## src/artr_ram.sv

```systemverilog
`default_nettype none
// ----------------------------------------------------------------------------
// artr_ram
// Generic single-write, single-read synchronous RAM with a registered read.
// ----------------------------------------------------------------------------
module artr_ram #(
    parameter int WIDTH = 8,
    parameter int DEPTH = 16
) (
    input  wire logic                                        i_clk,
    input  wire logic                                        i_wr_en,
    input  wire logic [((DEPTH > 1) ? $clog2(DEPTH) : 1)-1:0] i_wr_addr,
    input  wire logic [WIDTH-1:0]                            i_wr_data,
    input  wire logic                                        i_rd_en,
    input  wire logic [((DEPTH > 1) ? $clog2(DEPTH) : 1)-1:0] i_rd_addr,
    output logic      [WIDTH-1:0]                            o_rd_data
);

    logic [WIDTH-1:0] r_mem [DEPTH];
    logic [WIDTH-1:0] r_rd_data;

    // write port and registered read port
    always_ff @(posedge i_clk) begin
        if (i_wr_en) begin
            r_mem[i_wr_addr] <= i_wr_data;
        end
        if (i_rd_en) begin
            r_rd_data <= r_mem[i_rd_addr];
        end
    end

    assign o_rd_data = r_rd_data;

endmodule
`default_nettype wire

```

## config.mk

```make
export PLATFORM = sky130hd
export DESIGN_NAME = artr_ram
export DESIGN_NICKNAME = d
export VERILOG_FILES = /design/src/artr_ram.sv
export SDC_FILE = /design/constraint.sdc
export NUM_CORES = 1
export LEC_CHECK = 0
export BUFFER_PORTS_ARGS = -buffer_cell sky130_fd_sc_hd__buf_2
export CAP_MARGIN = 40
export CORE_ASPECT_RATIO = 1.5
export CORE_MARGIN = 2
export CORE_UTILIZATION = 40
export DETAILED_ROUTE_END_ITERATION = 7
export GPL_ROUTABILITY_DRIVEN = 1
export SLEW_MARGIN = 0
export SYNTH_ARGS = -nofsm -noshare
export SYNTH_HDL_FRONTEND = slang
export SYNTH_SLANG_ARGS = --single-unit
```

## constraint.sdc

```tcl
create_clock -name i_clk -period 3.2 [get_ports i_clk]
set_input_delay 0.48 -clock i_clk [delete_from_list [all_inputs] [get_ports i_clk]]
set_output_delay 0.48 -clock i_clk [all_outputs]
set_load 0.03 [all_outputs]
```

==> results.md <==
* PD cells at 676.1 nW/µm²
* Worst Hold Class: in2reg
* Antenna violations before repair at 0
* Wire per inst at 22.60 µm
* Total Wirelength at 10.22 mm
* # resized after CTS at 0
* Dpl ws at 0.8743 ns
* Die width at 97.34 µm
* DP Area at 5610 µm²
* Tmin final at 1.876 ns
* Critical path required time at 3.35 ns
* Final global-route overflow total at 0
* Global-route met2 utilization at 26.61%
* P_leak at 0.002088 µW
* Launching point of the worst reg2reg path: r_mem[2][3]
* Row count at 51
* Vias in the first global route at 2619
* Final hold violation count at 0
* Met3 GRT Util at 4.495%
* Clock transition at path regs at 0.06 ns
* GP Congestion at 0.7174
* CP Capture Type: flip-flop
* Post-CTS setup buffers at 0
* TritonCTS buffer count at 17
* Met1 usage at 19.06%
* CP max FO at 18
* I/O pins at 27
* Max Slew Vio Count at 0
* CP Class: in2reg
* Clk Latency, worst-skew pair at 0.41 ns
* Critical Path Start Type: input port
* Final setup TNS at 0 ns
* R2r endpoint: o_rd_data[3]
* Initial DRC Count at 219
* Clock Tree Buf Depth at 2
* Area Overhead vs Synth at 18.98%
* Vias per cell at 5.436
* Top cells by area, synth: edfxtp_1 78%, mux4_2 7.8%, mux4_1 7.0%
* Die height at 144.0 µm
* Crit share post-route at 58.62%
* Post-synthesis average cell area at 22.83 µm²
* HPWL Detailed at 6.787 mm
* Via Count at 2457
* Max-cap violations at 0
* Setup Viol. Count Final at 0
* # diodes at 0
* Post-CTS Hold Buffers at 0
* Sequential element share of the synthesized area at 78.12%
* CTS Sinks at 136
* End of the worst hold path: o_rd_data[5]
* Actual slew at the worst max-slew pin at 0.8139 ns
* Yosys reg bits at 136
* DRC violations left at 0
* Synth warn at 0
* CP arrival at 2.03 ns
* R2r setup slk at 1.62 ns
* Worst Skew at 0.009598 ns
* Synth unique cells at 18
* Worst hold path depth at 1
* Most common cell after layout, fill and taps aside: edfxtp_1
* Largest area contributor in the synthesized netlist: edfxtp_1
* Port Buf Inserts at 26
* CTS tree: yes
* Post-DRT Antenna Nets at 0
* Gr busiest metal: met2
* Slew HR at 45.54%
* Worst Hold Launch: i_rd_en
* Final setup margin at 1.324 ns
* RSZ-0062 raised after global routing: false
* Largest net degree at the start of global routing at 33
* Gr usage total at 15.73%
* Layout cells sized above 1 at 30.72%
* First-pass GRT wire length at 15.68 mm
* Design Area, Final at 6220 µm²
* DRT Pass-1 Iters at 6
* Mapped Cells at 229
* Synth top area share at 78.12%
* Final net count at 300
* Syn nets at 248
* Synthesized cell area at 5228 µm²
* Status: completed
* Fmax achieved at 533.1 MHz
* Htree depth at 4
* Initial Util at 40.56%
* Commonest non-fill, non-tap cells in the layout: 136 x edfxtp_1, 26 x buf_2, 18 x mux4_2, 17 x clkbuf_16
* Pwr Total at 4205 µW
* Maximum vdd drop at 0.3448 mV
* Reg2reg path depth at 3
* CORE AREA at 12890 µm²
* Die area at 14020 µm²
* Root Driver: clkbuf_16
==> synthesized netlist by cell type (all sizes together) <==
cell and instances:
a22oi 16, buf 7, nand3b 2, nor2 13, or3b 1, nand3 1, nor3 4, edfxtp 136
mux4 32, nand2b 2, and2b 1, nor2b 1, and2 1, nand2 9, clkdlybuf4s25 3
==> how the worst max path moves through the flow <==
| stage | start | end | cells past startpoint |
|---|---|---|---|
| 3_3_place_gp | i_rd_addr[0] | o_rd_data[1] | 5 |
| 2_1_floorplan | i_wr_addr[2] | r_mem[0][0] | 2 |
| 6_report | i_rd_addr[0] | o_rd_data[0] | 5 |
| 4_1_cts | i_rd_addr[0] | o_rd_data[2] | 5 |
| 5_1_grt | i_rd_addr[0] | o_rd_data[0] | 5 |
| 3_5_place_dp | i_rd_addr[0] | o_rd_data[2] | 5 |
==> area by class of cell <==
class	instances	area [µm²]
timing repair buffer	43	270.3
sequential	136	4084
clock inverter	13	180.2
clock buffer	18	429.2
fill	1091	6670
multi-input combinational	83	1057
tap	159	198.9
==> through the flow <==
stage	hold slack (ns)	cells	util (%)
3_3_place_gp	0.7284	415	43.18
2_1_floorplan	0.5789	229	-
3_5_place_dp	0.7320	421	43.53
6_report	0.4171	452	48.25
5_1_grt	0.4041	452	48.25
4_1_cts	0.4102	452	48.25
==> state kept, by name, indices dropped and copies added (netlist names) <==
register	flops
r_mem	128
o_rd_data	8
==> routing by layer <==
layer  wire length [µm]  up-vias
met5                  0        -
met4                176        0
met3                469        8
met2               5415       83
met1               4154     1283
li1                   -     1083
==> cell families (layout without fill, tap and decap cells) <==
family          Yosys count  after routing  synth area share, %
buf+inv                  10             74                1.651
simple gates             35             35                3.136
mux                      32             32                14.79
compound gates           16             16                2.298
flops                   136            136                78.12
==> report_power, final <==
| group | switching, µW | internal [µW] |
|---|---|---|
| registers | 8.39 | 2010 |
| logic | 119 | 75.6 |
| clock network | 702 | 1290 |
==> worst max-delay path, cell delays in order <==
cell     delay [ns]
buf_2          0.44
buf_12         0.26
mux4_1         0.56
a22oi_1        0.20
nand2_1        0.09
Power figures use the tool's default switching activity.
