File: src/artr_pkg.sv
`default_nettype none
// ----------------------------------------------------------------------------
// artr_pkg
// Shared types, constants and helpers for the acknowledge-retaining
// transmit ring: ring geometry, item layouts and the mode codes.
// ----------------------------------------------------------------------------
package artr_pkg;

    // ring geometry
    localparam int RING_DEPTH = 256;
    localparam int PTR_W      = (RING_DEPTH > 1) ? $clog2(RING_DEPTH) : 1;
    localparam int CNT_W      = $clog2(RING_DEPTH + 1);

    // field widths
    localparam int MODE_W  = 2;
    localparam int STAMP_W = 32;
    localparam int BODY_W  = 64;
    localparam int ENTRY_W = STAMP_W + BODY_W;

    // item modes
    localparam logic [MODE_W-1:0] MODE_PUSH = 2'd0;
    localparam logic [MODE_W-1:0] MODE_ACK  = 2'd1;
    localparam logic [MODE_W-1:0] MODE_SEND = 2'd2;

    // input item
    typedef struct packed {
        logic [MODE_W-1:0]  mode;
        logic [STAMP_W-1:0] stamp;
        logic [BODY_W-1:0]  payload;
        logic               link_ready;
    } t_in_item;

    // result item
    typedef struct packed {
        logic               sent_valid;
        logic [STAMP_W-1:0] sent_stamp;
        logic [BODY_W-1:0]  sent_payload;
        logic               ack_ok;
        logic               dropped;
        logic [CNT_W-1:0]   occupancy;
        logic               is_empty;
        logic               is_full;
    } t_out_item;

    // advance a ring pointer with wrap
    function automatic logic [PTR_W-1:0] ring_next(input logic [PTR_W-1:0] p);
        logic [PTR_W-1:0] n;
        if (p == PTR_W'(RING_DEPTH - 1)) begin
            n = '0;
        end else begin
            n = p + PTR_W'(1);
        end
        return n;
    endfunction

endpackage
`default_nettype wire

File: src/artr_ctrl.sv
`default_nettype none
// ----------------------------------------------------------------------------
// artr_ctrl
// Ring pointers, counts and item sequencer. Issues the packet store access
// on the accept cycle and updates after the read, once the output is free.
// ----------------------------------------------------------------------------
module artr_ctrl (
    input  wire logic                        i_clk,
    input  wire logic                        i_rst_n,
    input  wire logic                        i_in_valid,
    output logic                             o_in_stall,
    input  wire artr_pkg::t_in_item          i_in_item,
    input  wire logic                        i_res_free,
    output logic                             o_res_valid,
    output artr_pkg::t_out_item              o_res_item,
    output logic                             o_wr_en,
    output logic [artr_pkg::PTR_W-1:0]       o_wr_addr,
    output logic [artr_pkg::ENTRY_W-1:0]     o_wr_data,
    output logic                             o_rd_en,
    output logic [artr_pkg::PTR_W-1:0]       o_rd_addr,
    input  wire logic [artr_pkg::ENTRY_W-1:0] i_rd_data
);
    import artr_pkg::*;

    typedef enum logic {S_IDLE, S_EXEC} t_state;

    t_state           r_state;
    t_in_item         r_item;
    logic [PTR_W-1:0] r_oldest_ptr, n_oldest_ptr;
    logic [PTR_W-1:0] r_send_ptr,   n_send_ptr;
    logic [PTR_W-1:0] r_write_ptr,  n_write_ptr;
    logic [CNT_W-1:0] r_held,       n_held;
    logic [CNT_W-1:0] r_inflight,   n_inflight;
    logic             w_accept;
    logic             w_finish;
    logic [STAMP_W-1:0] w_rd_stamp;
    logic [BODY_W-1:0]  w_rd_body;
    t_out_item        w_res;

    // one item at a time: accept only when idle
    assign o_in_stall = (r_state != S_IDLE);
    assign w_accept   = i_in_valid && !o_in_stall;
    assign w_finish   = (r_state == S_EXEC) && i_res_free;

    // store access on the accept cycle
    assign o_wr_en   = w_accept && (i_in_item.mode == MODE_PUSH);
    assign o_wr_addr = r_write_ptr;
    assign o_wr_data = {i_in_item.stamp, i_in_item.payload};
    assign o_rd_en   = w_accept;
    assign o_rd_addr = (i_in_item.mode == MODE_ACK) ? r_oldest_ptr : r_send_ptr;

    assign w_rd_stamp = i_rd_data[ENTRY_W-1 -: STAMP_W];
    assign w_rd_body  = i_rd_data[BODY_W-1:0];

    // pointer and count update, result composition
    always_comb begin
        n_oldest_ptr = r_oldest_ptr;
        n_send_ptr   = r_send_ptr;
        n_write_ptr  = r_write_ptr;
        n_held       = r_held;
        n_inflight   = r_inflight;
        w_res        = '0;
        case (r_item.mode)
            MODE_PUSH: begin
                if (r_held == CNT_W'(RING_DEPTH)) begin
                    w_res.dropped = 1'b1;
                    if (r_inflight == '0) begin
                        n_send_ptr = ring_next(r_send_ptr);
                    end else begin
                        n_inflight = r_inflight - CNT_W'(1);
                    end
                    n_oldest_ptr = ring_next(r_oldest_ptr);
                end else begin
                    n_held = r_held + CNT_W'(1);
                end
                n_write_ptr = ring_next(r_write_ptr);
            end
            MODE_ACK: begin
                if ((r_held != '0) && (w_rd_stamp == r_item.stamp)) begin
                    w_res.ack_ok = 1'b1;
                    if (r_inflight != '0) begin
                        n_inflight = r_inflight - CNT_W'(1);
                    end else begin
                        n_send_ptr = ring_next(r_send_ptr);
                    end
                    n_oldest_ptr = ring_next(r_oldest_ptr);
                    n_held       = r_held - CNT_W'(1);
                end
            end
            MODE_SEND: begin
                if (r_item.link_ready && (r_held > r_inflight)) begin
                    w_res.sent_valid   = 1'b1;
                    w_res.sent_stamp   = w_rd_stamp;
                    w_res.sent_payload = w_rd_body;
                    n_send_ptr         = ring_next(r_send_ptr);
                    n_inflight         = r_inflight + CNT_W'(1);
                end
            end
            default: begin
                // unused mode: status only
            end
        endcase
        w_res.occupancy = n_held;
        w_res.is_empty  = (n_held == '0);
        w_res.is_full   = (n_held == CNT_W'(RING_DEPTH));
    end

    assign o_res_valid = w_finish;
    assign o_res_item  = w_res;

    // sequencer and ring state
    always_ff @(posedge i_clk) begin
        if (!i_rst_n) begin
            r_state      <= S_IDLE;
            r_oldest_ptr <= '0;
            r_send_ptr   <= '0;
            r_write_ptr  <= '0;
            r_held       <= '0;
            r_inflight   <= '0;
        end else begin
            case (r_state)
                S_IDLE: begin
                    if (w_accept) begin
                        r_state <= S_EXEC;
                    end
                end
                S_EXEC: begin
                    if (w_finish) begin
                        r_state      <= S_IDLE;
                        r_oldest_ptr <= n_oldest_ptr;
                        r_send_ptr   <= n_send_ptr;
                        r_write_ptr  <= n_write_ptr;
                        r_held       <= n_held;
                        r_inflight   <= n_inflight;
                    end
                end
                default: begin
                    r_state <= S_IDLE;
                end
            endcase
        end
        if (w_accept) begin
            r_item <= i_in_item;
        end
    end

endmodule
`default_nettype wire

File: config.mk
export PLATFORM = sky130hd
export DESIGN_NAME = artr_ctrl
export DESIGN_NICKNAME = d
export VERILOG_FILES = /design/src/artr_pkg.sv /design/src/artr_ctrl.sv
export SDC_FILE = /design/constraint.sdc
export NUM_CORES = 1
export LEC_CHECK = 0
export ABC_AREA = 1
export BUFFER_PORTS_ARGS = -buffer_cell sky130_fd_sc_hd__buf_4
export CAP_MARGIN = 20
export CORE_AREA = 10 10 157 159
export CTS_CLUSTER_SIZE = 16
export DETAILED_ROUTE_END_ITERATION = 7
export DIE_AREA = 0 0 167 169
export PLACE_DENSITY_LB_ADDON = 0.15
export SYNTH_ARGS = -nofsm -noshare
export SYNTH_HDL_FRONTEND = slang
export SYNTH_SLANG_ARGS = --single-unit
File: constraint.sdc
create_clock -name i_clk -period 3.7 [get_ports i_clk]
set_clock_uncertainty 0.2 [all_clocks]
set_input_delay 0.185 -clock i_clk [delete_from_list [all_inputs] [get_ports i_clk]]
set_output_delay 0.185 -clock i_clk [all_outputs]
set_load 0.005 [all_outputs]
==> results.py, run 1 <==
metrics = {
    "logic_synthesis": {
        "ys.flop_type": "dfxtp_1",
        "avgSynthCellArea_um2": 6.71,
        "synth-edff-count": 35,
        "synth_top_cell_area_share_pct": 16.4,
        "netlist_area_mm2": 0.00642,
        "synth_seq_cells": 78,
        "yosysUniqueCellTypes": 42,
        "synth_fp_nets": 1179,
        "synth_area_leader_cell": "edfxtp_1",
        "yosys_warnings": 0,
        "yosys-top-cells-area": "edfxtp_1 (16%), dfxtp_1 (13%), buf_4 (11%)",
        "synth_seq_area_share_pct": 29.8,
        "netlist_instances": 957,
        "synth-async-reset-ratio_pct": 0,
    },
    "worst_setup_path": {
        "worst-path-max-fanout": 6,
        "r2r_start": "r_item[98]",
        "crit_path_end_kind": "output port",
        "crit_path_start_kind": "register",
        "cp_data_required_time_ns": 3.31,
        "cp-startpoint": "r_item[82]",
        "criticalPathCategory": "reg -> out",
        "critPathArrivalTime_ns": 2.70,
    },
    "clocking": {
        "postCtsResizedCells": 0,
        "path_clk_slew_ns": 0.06,
        "cts.sinks": 78,
        "numCtsBuffers": 9,
        "cts_tree": "yes",
        "cts_hold_buf": 37,
        "cts_buffer_depth": 2,
        "root_buffer": "clkbuf_16",
        "clock_latency_ns": 0.34,
        "post_cts_buffers": 0,
        "htreeDepth": 3,
    },
    "floorplan": {
        "start_util_pct": 29.8,
        "rows": 54,
        "dieArea_mm2": 0.0282,
        "dieHeight_um": 169,
        "ios": 425,
        "core-area_mm2": 0.0216,
        "die_w_um": 167,
    },
    "final_layout": {
        "mostFrequentLayoutCells": "buf_4 (299), inv_1 (190), nand2_1 (176)",
        "area_growth_pct": 38.9,
        "design_area_mm2": 0.00892,
        "layout_commonest_cell": "buf_4",
        "fin_util_pct": 41.4,
        "fin_nets": 1415,
        "n_antenna_cell": 0,
        "layout-drive-gt1-share_pct": 29.0,
    },
    "global_route": {
        "grt_pass1_vias": 6534,
        "antenna_found_initial": 0,
        "grt_usage_pct": 19.9,
        "grt_pass1_wl_um": 42600,
        "globalRoute.totalOverflow": 0,
        "grt_max_degree": 64,
    },
    "routing": {
        "drt_iter0_drc": 321,
        "wl_per_cell_um": 20.0,
        "via_per_inst": 4.43,
        "routed-via-count": 6554,
        "ant_nets": 0,
        "drc": 0,
        "routed_wl_um": 29500,
        "dr.pass1.iters": 5,
    },
    "sta": {
        "rsz0062_at_grt": "no",
        "hold_violations": 0,
        "max-slew-margin-rel_pct": 61.9,
        "finalSetupViolCount": 0,
        "worst-slew-pin-transition_ns": 0.571,
        "period_minus_slack_ns": 3.09,
        "slew_violations": 0,
        "tns_ns": 0,
        "timing.final.crit_share_pct": 83.5,
        "hold_slack_ns": 0.170,
        "fmax_ghz": 0.324,
        "final.setup.worst_slack_ns": 0.611,
    },
    "power_and_ir_drop": {
        "ir_worst_vdd_mv": 0.160,
        "power.leakage_nw": 4.80,
        "p_per_area_mw_per_mm2": 269,
    },
    "placed_design": {
        "place_area_mm2": 0.00825,
        "dp_hpwl_um": 25100,
        "port_buffers": 296,
        "place_congestion": 0.834,
        "place_ws_ns": 0.941,
    },
    "run": {
        "max-cap-violations": 0,
    },
    "outcome": {
        "outcome": "completed",
    },
    "min_path": {
        "hold_path_class": "in -> out",
        "hp-start": "i_in_item[59]",
    },
}
state kept, by name, summed over array words and instances (netlist names):
signal / flops
r_item: 35
r_held: 9
r_inflight: 9
o_wr_addr: 8
r_oldest_ptr: 8
r_send_ptr: 8
o_in_stall: 1
area by class of cell:
cell class / count / area [µm²]
tap: 280 / 350
sequential: 78 / 1910
timing repair buffer: 338 / 2660
multi-input combinational: 570 / 2990
inverter: 196 / 741
clock buffer: 11 / 243
fill: 2254 / 12600
clock inverter: 5 / 33.8
synth_stat cells, types with 2 or more instances:
cell      count
buf_4        96
o211ai_1      2
buf_2         2
o22ai_1       9
o21ai_1       5
dfxtp_1      43
clkinv_1      2
mux2_2        2
o21ai_0      20
a21oi_1      34
nand2_2       3
nand2_4       3
nand3_1      30
nand3_4       2
xor2_1       28
nand2_1     176
buf_1         4
nor3b_1       3
edfxtp_1     35
nor4_1        4
or2_2         4
clkbuf_1      9
ha_1         22
inv_1       190
nor2_2        3
inv_2         3
xnor2_1      16
nor3_1       10
nand4_1      22
nor2_4        5
nor2_1      158
buf_6         2
critical path, stage by stage, from the launching register on:
cell,delay (ns)
edfxtp_1,0.38
inv_1,0.07
nand2_1,0.04
nand2_1,0.10
nand2_1,0.06
nor2_1,0.17
nand2_1,0.12
nor2_4,0.23
nand4_1,0.11
nand3_1,0.11
nand2_1,0.05
nor2_1,0.25
nand2_1,0.08
nor2_1,0.13
nand2_1,0.17
nor2_1,0.14
buf_4,0.13
per-stage QoR:
step	total power [mW]	instances
final	2.40	1478
after global routing	2.52	1478
after CTS	2.43	1477
after detailed placement	1.53	1424
after global placement	1.53	1424
after floorplan	1.30	957
path summary, 6_finish.rpt:
path	endpoint	slack, ns	cells past startpoint
setup / recovery	o_res_item[0]	0.61	16
hold / removal	o_wr_data[58]	0.17	0
setup reg to reg	r_inflight[7]	0.96	11
hold reg to reg	r_inflight[8]	0.27	2
logic make-up (layout without fill, tap and decap cells):
kind of cell | count (synthesis) | in the layout | share of synthesized area (%)
AO/OA/AOI/OAI | 74 | 74 | 6.20
XOR/XNOR | 44 | 44 | 6.00
adder cells (fa/ha/maj) | 23 | 23 | 4.60
buffers and inverters | 309 | 550 | 24.0
flip-flops | 78 | 78 | 29.8
multiplexers | 2 | 2 | 0.351
AND/OR/NAND/NOR | 427 | 427 | 29.1
power breakdown:
part	internal, mW	switching [mW]
logic	0.281	0.304
clock network	0.475	0.381
registers	0.937	0.0239
layer usage:
layer / track usage, % / part of all wire (%)
met5: 0.361 / 0
met4: 3.97 / 1.2
met3: 9.56 / 11
met2: 34.6 / 50
met1: 21.6 / 38
(Power assumes the default switching activity.)
==> inputs of run 2 (changes only) <==
==> constraint.sdc (replaced) <==
create_clock -name i_clk -period 3.2 [get_ports i_clk]
set_clock_uncertainty 0.2 [all_clocks]
set_input_delay 0.16 -clock i_clk [delete_from_list [all_inputs] [get_ports i_clk]]
set_output_delay 0.16 -clock i_clk [all_outputs]
set_load 0.005 [all_outputs]
==> run 2 against run 1 <==
Sequential cell count unchanged. Hold slack worse by 0.050 ns. Setup slack worse by 0.43 ns. Utilization up 0.82 points.
==> results.py, run 2 (synthesis results as in run 1) <==
metrics = {
    "global_route": {
        "grt_pass1_vias": 6639,
        "globalRoute.totalOverflow": 0,
        "grt_max_degree": 40,
        "grt_usage_pct": 20.0,
        "grt_pass1_wl_um": 43000,
        "antenna_found_initial": 0,
    },
    "clocking": {
        "htreeDepth": 3,
        "cts.sinks": 78,
        "numCtsBuffers": 9,
        "clock_latency_ns": 0.34,
        "cts_buffer_depth": 2,
        "cts_tree": "yes",
        "root_buffer": "clkbuf_16",
        "path_clk_slew_ns": 0.06,
    },
    "placed_design": {
        "port_buffers": 296,
        "place_congestion": 0.849,
        "place_ws_ns": 0.424,
        "dp_hpwl_um": 25500,
    },
    "routing": {
        "dr.pass1.iters": 4,
        "routed_wl_um": 30200,
        "wl_per_cell_um": 20.3,
        "drt_iter0_drc": 293,
        "drc": 0,
        "wl_met3_um": 3240,
        "ant_nets": 0,
        "via_per_inst": 4.37,
        "top_layer_used": "met4",
        "route.met2.wl_um": 15000,
        "wl_met1_um": 11600,
        "routed-via-count": 6522,
    },
    "worst_setup_path": {
        "critPathArrivalTime_ns": 2.66,
        "rr_endpoint": "r_inflight[7]",
        "ff2ff_path_depth": 11,
        "r2r_start": "r_item[98]",
        "crit_path_end_kind": "output port",
        "r2r_setup_slack_ns": 0.28,
        "worst-path-max-fanout": 9,
        "criticalPathCategory": "reg -> out",
        "crit_path_start_kind": "register",
        "crit_end": "o_res_item[0]",
        "cp_data_required_time_ns": 2.84,
        "cp-startpoint": "r_item[98]",
    },
    "sta": {
        "final.setup.worst_slack_ns": 0.176,
        "hold_violations": 0,
        "fmax_ghz": 0.331,
        "finalSetupViolCount": 0,
        "slew_violations": 0,
        "worst-slew-pin-transition_ns": 0.634,
        "max-slew-margin-rel_pct": 57.7,
        "rsz0062_at_grt": "no",
        "period_minus_slack_ns": 3.02,
        "timing.final.crit_share_pct": 94.5,
        "tns_ns": 0,
    },
    "power_and_ir_drop": {
        "ir_worst_vdd_mv": 0.196,
        "p_seq_share_pct": 37.1,
        "p_per_area_mw_per_mm2": 329,
        "clock_power_share_pct": 39.4,
        "finalPower_mw": 3.00,
        "power.leakage_nw": 4.89,
        "p_comb_share_pct": 23.5,
        "internal_power_mw": 2.18,
        "swShare_pct": 27.3,
        "switchingPower_uw": 818,
    },
    "final_layout": {
        "fin_nets": 1428,
        "fillCellCount": 2313,
        "mostFrequentLayoutCells": "buf_4 (311), inv_1 (189), nand2_1 (175)",
        "reg_top3": "r_item: 35 flops, r_held: 9 flops, r_inflight: 9 flops",
        "area_growth_pct": 41.7,
        "regMostFlops": "r_item",
        "layout_commonest_cell": "buf_4",
        "n_antenna_cell": 0,
        "layout-drive-gt1-share_pct": 30.4,
        "largest_reg_flops": 35,
    },
    "floorplan": {
        "dieArea_mm2": 0.0282,
        "start_util_pct": 29.8,
        "die_w_um": 167,
        "core-area_mm2": 0.0216,
        "ios": 425,
        "rows": 54,
        "dieHeight_um": 169,
    },
    "run": {
        "max-cap-violations": 0,
    },
    "outcome": {
        "outcome": "completed",
    },
    "min_path": {
        "hold_path_class": "in -> out",
    },
}
## run 2: cell types whose count changed in the layout (fill, tap and decap cells not counted), sizes merged
cell,previous run,this run
nand3,33,34
inv,196,195
clkbuf,11,9
bufinv,0,3
buf,301,313
## run 2: power groups by stage
stage               Combinational, mW  Clock, mW  Sequential, mW
floorplan                       0.378          0            1.12
global placement                0.648          0            1.13
detailed placement              0.649          0            1.13
CTS                             0.689       1.22            1.11
global route                    0.774       1.25            1.12
finish                          0.703       1.18            1.11
## run 2: worst min-delay path by stage
stage	from	end	slack (ns)	cells after the start
floorplan	i_in_item[0]	r_item[0]	0.06	0
global placement	i_in_item[25]	o_wr_data[24]	0.12	0
detailed placement	i_in_item[25]	o_wr_data[24]	0.12	0
CTS	i_in_item[25]	o_wr_data[24]	0.12	0
global route	i_in_item[40]	o_wr_data[39]	0.12	0
finish	i_in_item[59]	o_wr_data[58]	0.12	0
## run 2: cell type report
cell class	count	area (µm²)	share of cell area [%]
Timing Repair Buffer	350	2750	30.2
Sequential cell	78	1910	21.0
Multi-Input combinational cell	571	3010	33.1
Tap cell	280	350	3.85
Clock buffer	9	225	2.48
Inverter	196	741	8.14
Clock inverter	7	111	1.22
## run 2: metrics by stage
step | hold WS [ns] | instances | cell area (µm²) | utilization, %
final | 0.120 | 1491 | 9100 | 42.2
after floorplan | 0.0589 | 957 | 6420 | -
after CTS | 0.120 | 1483 | 9010 | 41.8
after global routing | 0.120 | 1491 | 9100 | 42.2
after global placement | 0.120 | 1430 | 8300 | 38.5
after detailed placement | 0.120 | 1430 | 8300 | 38.5
## run 2: worst max-delay path: stages (launching register included)
cell	delay, ns
edfxtp_1	0.63
nor2_1	0.47
buf_4	0.24
nand2_1	0.08
nand2_1	0.06
nand2_1	0.04
nand2_1	0.10
nand2_1	0.08
nor2_1	0.20
nand2_2	0.13
nor2_1	0.14
buf_4	0.14
## run 2: metal layers
layer / track usage (%) / up-vias
li1: - / 3337
met1: 21.9 / 2896
met3: 8.71 / 17
met4: 4.85 / 0
met2: 34.9 / 272
met5: 0.361 / -
## run 2: repair_timing
item	CTS	global route
hold buffers	37	0
setup buffers	0	7
endpoints found under the setup margin	0	24
gates resized for setup	0	6
endpoints found under the hold margin	46	0
